$ cat config.mk
export PLATFORM = sky130hd
export DESIGN_NAME = set_union_intersection
export DESIGN_NICKNAME = d
export VERILOG_FILES = /design/src/rtl/sui_pkg.sv /design/src/rtl/set_union_intersection.sv /design/src/rtl/sui_ram.sv
export SDC_FILE = /design/constraint.sdc
export NUM_CORES = 2
export LEC_CHECK = 0
export BUFFER_PORTS_ARGS = -buffer_cell sky130_fd_sc_hd__buf_4
export CORE_MARGIN = 4
export CORE_UTILIZATION = 55
export DETAILED_ROUTE_END_ITERATION = 10
export PLACE_DENSITY = 0.73
export SLEW_MARGIN = 20
export SYNTH_ARGS = -nofsm -noshare
export SYNTH_HDL_FRONTEND = slang
export SYNTH_SLANG_ARGS = --single-unit
$ cat constraint.sdc
create_clock -name clk -period 8.4 [get_ports clk]
set_input_delay 0.84 -clock clk [delete_from_list [all_inputs] [get_ports clk]]
set_output_delay 0.84 -clock clk [all_outputs]
set_load 0.05 [all_outputs]
$ cat src/rtl/sui_pkg.sv
// ----------------------------------------------------------------------------
// sui_pkg
// Shared types, sizes and codes for the set union / intersection block.
// ----------------------------------------------------------------------------
package sui_pkg;

  localparam int DEPTH = 16;
  localparam int DW    = 32;
  localparam int AW    = (DEPTH > 1) ? $clog2(DEPTH) : 1;
  localparam int CW    = $clog2(DEPTH + 1);

  typedef logic [CW-1:0] count_t;
  typedef logic [AW-1:0] addr_t;
  typedef logic [DW-1:0] word_t;

  typedef enum logic [1:0] {
    MODE_FIRST  = 2'd0,
    MODE_SECOND = 2'd1,
    MODE_FINISH = 2'd2,
    MODE_NONE   = 2'd3
  } mode_t;

  typedef enum logic [1:0] {
    KIND_UNION = 2'd0,
    KIND_INTER = 2'd1,
    KIND_END   = 2'd2
  } kind_t;

  typedef enum logic [2:0] {
    ST_IDLE,
    ST_UF,
    ST_OUT_RD,
    ST_OUT_LD,
    ST_IN,
    ST_END
  } state_t;

  // US: second-list elements checked against the first list
  // IS: first-list elements checked against the second list
  typedef enum logic {
    PH_US,
    PH_IS
  } phase_t;

endpackage

$ cat src/rtl/set_union_intersection.sv
// ----------------------------------------------------------------------------
// set_union_intersection
// Loads two lists into RAMs, then streams their union and intersection.
// ----------------------------------------------------------------------------
// Append words (mode first/second) leave busy low. A finish word raises busy
// until the end marker has been issued. The first list streams out at one
// word per cycle, through the RAM read register and the result register.
// Each membership test then reads the other RAM one entry per cycle and stops
// on the first match. Results come out on the strobe and cannot be held off;
// the end marker shows while busy has already dropped.
// ----------------------------------------------------------------------------
module set_union_intersection (
  input  logic                clk,
  input  logic                rst,
  input  logic                start,
  output logic                busy,
  input  logic [1:0]          mode,
  input  logic signed [31:0]  value,
  output logic                strobe,
  output logic [1:0]          list_kind,
  output logic signed [31:0]  value_res,
  output logic                overflow,
  output logic                last
);
  import sui_pkg::*;

  state_t state, state_next;
  phase_t phase, phase_next;
  count_t first_count, second_count;
  count_t oi, oi_next, ii, ii_next;
  word_t  x, x_next;
  logic   pend, pend_next;
  logic   overflow_seen;

  addr_t  first_raddr, second_raddr;
  word_t  first_rdata, second_rdata;
  logic   first_we, second_we;
  logic   accept;

  logic   emit;
  kind_t  emit_kind;
  word_t  emit_val;
  logic   emit_last;

  count_t ocnt, icnt;
  word_t  inner_rdata;
  logic   match_now;

  sui_ram #(.DW(DW), .AW(AW)) u_first (
    .clk   (clk),
    .we    (first_we),
    .waddr (first_count[AW-1:0]),
    .wdata (value),
    .raddr (first_raddr),
    .rdata (first_rdata)
  );

  sui_ram #(.DW(DW), .AW(AW)) u_second (
    .clk   (clk),
    .we    (second_we),
    .waddr (second_count[AW-1:0]),
    .wdata (value),
    .raddr (second_raddr),
    .rdata (second_rdata)
  );

  assign busy     = (state != ST_IDLE);
  assign accept   = start && !busy;
  assign first_we  = accept && (mode == MODE_FIRST) && (first_count < count_t'(DEPTH));
  assign second_we = accept && (mode == MODE_SECOND) && (second_count < count_t'(DEPTH));

  // outer / inner list roles per phase
  assign ocnt        = (phase == PH_US) ? second_count : first_count;
  assign icnt        = (phase == PH_US) ? first_count : second_count;
  assign inner_rdata = (phase == PH_US) ? first_rdata : second_rdata;
  // a read is in flight once ii has moved past zero
  assign match_now   = (ii != '0) && (inner_rdata == x);

  always_comb begin
    state_next   = state;
    phase_next   = phase;
    oi_next      = oi;
    ii_next      = ii;
    x_next       = x;
    pend_next    = 1'b0;
    first_raddr  = oi[AW-1:0];
    second_raddr = oi[AW-1:0];
    emit         = 1'b0;
    emit_kind    = KIND_UNION;
    emit_val     = '0;
    emit_last    = 1'b0;

    // first list streams through the read pipeline
    if (pend) begin
      emit     = 1'b1;
      emit_val = first_rdata;
    end

    unique case (state)
      ST_IDLE: begin
        if (accept && mode == MODE_FINISH) begin
          state_next = ST_UF;
          oi_next    = '0;
        end
      end
      ST_UF: begin
        if (oi < first_count) begin
          first_raddr = oi[AW-1:0];
          oi_next     = oi + count_t'(1);
          pend_next   = 1'b1;
        end else begin
          oi_next    = '0;
          phase_next = PH_US;
          state_next = ST_OUT_RD;
        end
      end
      ST_OUT_RD: begin
        if (oi < ocnt) begin
          state_next = ST_OUT_LD;
        end else if (phase == PH_US) begin
          phase_next = PH_IS;
          oi_next    = '0;
        end else begin
          state_next = ST_END;
        end
      end
      ST_OUT_LD: begin
        x_next     = (phase == PH_US) ? second_rdata : first_rdata;
        ii_next    = '0;
        state_next = ST_IN;
      end
      ST_IN: begin
        if (match_now || ii == icnt) begin
          emit       = (phase == PH_US) ? !match_now : match_now;
          emit_kind  = (phase == PH_US) ? KIND_UNION : KIND_INTER;
          emit_val   = x;
          oi_next    = oi + count_t'(1);
          state_next = ST_OUT_RD;
        end else begin
          if (phase == PH_US) begin
            first_raddr = ii[AW-1:0];
          end else begin
            second_raddr = ii[AW-1:0];
          end
          ii_next = ii + count_t'(1);
        end
      end
      ST_END: begin
        emit       = 1'b1;
        emit_kind  = KIND_END;
        emit_last  = 1'b1;
        state_next = ST_IDLE;
      end
      default: begin
        state_next = ST_IDLE;
      end
    endcase
  end

  always_ff @(posedge clk) begin
    if (rst) begin
      state <= ST_IDLE;
      pend  <= 1'b0;
    end else begin
      state <= state_next;
      pend  <= pend_next;
    end
  end

  always_ff @(posedge clk) begin
    phase <= phase_next;
    oi    <= oi_next;
    ii    <= ii_next;
    x     <= x_next;
  end

  // list counts and drop flag
  always_ff @(posedge clk) begin
    if (rst) begin
      first_count   <= '0;
      second_count  <= '0;
      overflow_seen <= 1'b0;
    end else if (state == ST_END) begin
      first_count   <= '0;
      second_count  <= '0;
      overflow_seen <= 1'b0;
    end else begin
      if (first_we) begin
        first_count <= first_count + count_t'(1);
      end
      if (second_we) begin
        second_count <= second_count + count_t'(1);
      end
      if (accept && ((mode == MODE_FIRST && !first_we) ||
                     (mode == MODE_SECOND && !second_we))) begin
        overflow_seen <= 1'b1;
      end
    end
  end

  // result word register
  always_ff @(posedge clk) begin
    if (rst) begin
      strobe <= 1'b0;
    end else begin
      strobe <= emit;
    end
  end

  always_ff @(posedge clk) begin
    list_kind <= emit_kind;
    value_res <= emit_val;
    overflow  <= overflow_seen;
    last      <= emit_last;
  end

  a_end_idle: assert property (@(posedge clk) disable iff (rst)
    strobe && last |-> !busy)
    else $error("end marker shown while still busy");

  a_body_busy: assert property (@(posedge clk) disable iff (rst)
    strobe && !last |-> busy)
    else $error("list word shown outside a finish");

  a_finish_busy: assert property (@(posedge clk) disable iff (rst)
    start && !busy && mode == MODE_FINISH |=> busy)
    else $error("finish word did not start the scan");

  a_count_bound: assert property (@(posedge clk) disable iff (rst)
    first_count <= count_t'(DEPTH) && second_count <= count_t'(DEPTH))
    else $error("list count beyond depth");

  a_marker_zero: assert property (@(posedge clk) disable iff (rst)
    strobe && last |-> value_res == '0 && list_kind == KIND_END)
    else $error("end marker carries a value");

endmodule

$ cat src/rtl/sui_ram.sv
// ----------------------------------------------------------------------------
// sui_ram
// Simple dual-port RAM, one write and one registered read per cycle.
// ----------------------------------------------------------------------------
module sui_ram #(
  parameter int DW = 32,
  parameter int AW = 4
) (
  input  logic          clk,
  input  logic          we,
  input  logic [AW-1:0] waddr,
  input  logic [DW-1:0] wdata,
  input  logic [AW-1:0] raddr,
  output logic [DW-1:0] rdata
);

  logic [DW-1:0] mem [2**AW];

  always_ff @(posedge clk) begin
    if (we) begin
      mem[waddr] <= wdata;
    end
    rdata <= mem[raddr];
  end

endmodule
==> flow_metrics.env <==
export IMPL_outcome="complete, no violations"
export IMPL_first_pass_grt_wire_length_mm=169.9
export IMPL_worst_setup_path_end_kind="flip-flop"
export IMPL_cp_data_required_time_ps=8930
export IMPL_reg2reg_from="phase"
export IMPL_placer_congestion_estimate=0.8681
export IMPL_synth_net_count=3024
export IMPL_hold_class="flip-flop to flip-flop"
export IMPL_root_buffer="sky130_fd_sc_hd__clkbuf_16"
export IMPL_drcViolationCount=0
export IMPL_critPathMaxStageDelay_ps=700
export IMPL_setup_worst_path_class="flip-flop to flip-flop"
export IMPL_yosys_warnings=0
export IMPL_drv_max_cap_violation_count=0
export IMPL_postCtsResizedCells=0
export IMPL_finish_instance_area_um2=52050
export IMPL_crit_reg2reg_capture="u_first.rdata[4]"
export IMPL_seq_total_area_yosys_pct=74.52
export IMPL_fp_dieH_um=297.6
export IMPL_coreArea_um2=82640
export IMPL_drive_gt1_share_pct=13.02
export IMPL_vias_per_cell=6.386
export IMPL_worst_skew_pair_late_latency_ps=680
export IMPL_period_needed_ps=6082
export IMPL_place_hpwl_mm=62.01
export IMPL_met3_wirelength_mm=12.27
export IMPL_syn2layout_area_growth_pct=12.87
export IMPL_met2RoutedLength_mm=53.67
export IMPL_cts_buffers_inserted=112
export IMPL_drt_pass1_iterations=6
export IMPL_totalNegativeSetupSlack_ps=0
export IMPL_m1WireLength_mm=46.09
export IMPL_via_count=26951
export IMPL_filler_cell_count=5612
export IMPL_cp_start_kind="flip-flop"
export IMPL_largest_net_degree_at_the_start_of_global_routing=190
export IMPL_critical_path_slowest_cell="sky130_fd_sc_hd__nand2_8"
export IMPL_path_common_cell="sky130_fd_sc_hd__buf_4"
export IMPL_clk_pin_slew_worst_paths_ps=60
export IMPL_setup_viol_count_final=0
export IMPL_drt_total_wl_mm=116.8
export IMPL_postSynthRegisterBits=1183
export IMPL_tritoncts_clock_tree="built"
export IMPL_antenna_found_initial=6
export IMPL_syn_cell_area_um2=46110
export IMPL_path_max_fanout=106
export IMPL_fmaxAchievable_mhz=164.4
export IMPL_skew_ps=19.19
export IMPL_grt_usage_pct=25.87
export IMPL_finalCritPeriodShare_pct=72.41
export IMPL_ir_drop_v=0.0001601
export IMPL_first_global_vias=26063
export IMPL_worstHoldPathCells=0
export IMPL_initial_core_util_pct=55.80
export IMPL_hold_path_startpoint="overflow_seen"
export IMPL_htree_num_levels=3
export IMPL_ys_dominant_reg_cell="sky130_fd_sc_hd__edfxtp_1"
export IMPL_worstHoldEndpoint="overflow"
export IMPL_port_buffers=74
export IMPL_deepest_clock_path_buffer_count=3
export IMPL_slew_violations=0
export IMPL_synth_distinct_cells=72
export IMPL_floorplan_die_area_um2=88540
export IMPL_floorplan_io_pins=75
export IMPL_most_common_cell_after_layout_fill_and_taps_aside="sky130_fd_sc_hd__edfxtp_1"
export IMPL_most_frequent_cells_in_the_layout="1067 x sky130_fd_sc_hd__edfxtp_1, 432 x sky130_fd_sc_hd__nand2_1, 352 x sky130_fd_sc_hd__mux2i_1, 149 x sky130_fd_sc_hd__o22ai_1, 126 x sky130_fd_sc_hd__buf_4"
export IMPL_grt_ovfl_total=0
export IMPL_worstRegToRegCells=14
export IMPL_crit_path_dat_ps=6620
export IMPL_grt_setup_unrepaired="no"
export IMPL_synthArstFlopShare_pct=0
export IMPL_p_per_area_nw_per_um2=254.8
export IMPL_placedInstanceArea_um2=48110
export IMPL_chipWidth_um=297.6
export IMPL_post_cts_setup_driven_buffer_insertion_count=0
export IMPL_initialDrtViolationCount=3290
export IMPL_cts_hold_buffers_added=0
export IMPL_placementRows=105
export IMPL_highest_signal_layer="met5"
export IMPL_worst_slew_pin_tran_ps=1203
export IMPL_synth_enable_flop_cells=1067
export IMPL_wl_per_instance_um=27.68
export IMPL_timing_max_slew_rel_slack_pct=19.81
export IMPL_p_leak_uw=0.01813
export IMPL_cts_sink_count=1183
export IMPL_r2r_setup_slack_ps=2320
export IMPL_finish_net_count=3107
export IMPL_detail_route_antenna_nets=0
export IMPL_postSynthCellCount=2968
export IMPL_synth_avg_cell_area_um2=15.54
export IMPL_hold_violations=0
export IMPL_timing_critical_path_cells="buf_4 > buf_4 > mux2i_1 > xnor2_1 > nor4_1 > nand4_1 > o31ai_2 > o31ai_1 > buf_4 > nand2_8 > buf_4 > mux2i_1 > o22ai_1 > or4_1"
[critical path: cells and delay by family, from the launching register on]
kind                      cells  cell delay [ps]
buffers and inverters         4             2060
and+or+nand+nor               4             2010
AOI/OAI and AO/OA             3              650
muxes                         2              570
DFF                           1              340
xor gates and xnor gates      1              110
[per-layer routing]
layer | vias up | global-route usage, %
li1 | 11662 | -
met1 | 13515 | 36.47
met2 | 1537 | 40.18
met3 | 233 | 4.853
met4 | 4 | 10.58
met5 | - | 0
[stage by stage]
step	total power, uW	setup WS (ps)	cells	utilization, %	hold slack (ps)
after global routing	13660	1995	4219	62.99	361.2
after detailed placement	8073	2457	4007	58.23	350.4
after CTS	13300	2437	4219	62.99	336.4
after global placement	8039	2581	4006	58.20	340.6
final	13260	2318	4220	62.99	360.1
after floorplan	7575	3296	2968	-	331.4
[logic make-up after synthesis]
group	after synthesis	share of synthesized area, %
fa+ha+maj	19	0.5155
mux	393	8.642
simple gates	765	7.798
xor+xnor	49	0.9306
compound gates	378	5.790
buf+inv	181	1.807
flops	1183	74.52
[report_power, final]
part | total (uW) | switching [uW] | internal [uW]
combinational | 1250 | 786 | 467
sequential | 6720 | 175 | 6550
clock | 5290 | 2120 | 3160
total | 13300 | 3090 | 10200
[area by class of cell]
type	instances	area [um^2]	share of cell area, %
repair buffers	131	1046	2.010
multi-input cells	1604	11300	21.70
inverters	19	71.32	0.1370
clock buffers	148	3110	5.976
clock inverters	64	823.3	1.582
flip-flops and latches	1183	34360	66.02
diodes	1	2.502	0.004808
well taps	1070	1339	2.572
[how the worst max path moves through the flow]
stage | end | cells after the start | slack (ps) | from
global route | u_first.rdata[4] | 14 | 1990 | phase
floorplan | u_second.mem[3][0] | 6 | 3300 | state[1]
finish | u_first.rdata[4] | 14 | 2320 | phase
CTS | u_first.rdata[4] | 14 | 2440 | phase
detailed placement | u_first.rdata[4] | 14 | 2460 | phase
global placement | u_first.rdata[4] | 14 | 2580 | phase
[flip-flops by register name, summed over array words and instances (netlist names)]
name	flops
strobe	1
second_count	5
last	1
pend	1
phase	1
first_count	5
u_first.mem	512
overflow	1
value_res	32
overflow_seen	1
u_second.rdata	32
ii	5
oi	5
state	3
u_second.mem	512
x	32
list_kind	2
u_first.rdata	32
[synthesized netlist by cell type, drive strengths merged (38+ instances only)]
| master | n | area share (%) |
|---|---|---|
| edfxtp | 1067 | 69 |
| nand2 | 436 | 3.6 |
| mux2i | 355 | 7.7 |
| o22ai | 149 | 2.0 |
| dfxtp | 116 | 5.0 |
| and3 | 85 | 1.2 |
| clkbuf | 82 | 0.67 |
| a311oi | 81 | 1.5 |
| buf | 80 | 0.98 |
| nor2 | 72 | 0.61 |
| or4 | 58 | 0.94 |
| o21ai | 55 | 0.60 |
| mux2 | 38 | 0.93 |
| xnor2 | 38 | 0.72 |
Power figures use the tool's default switching activity.
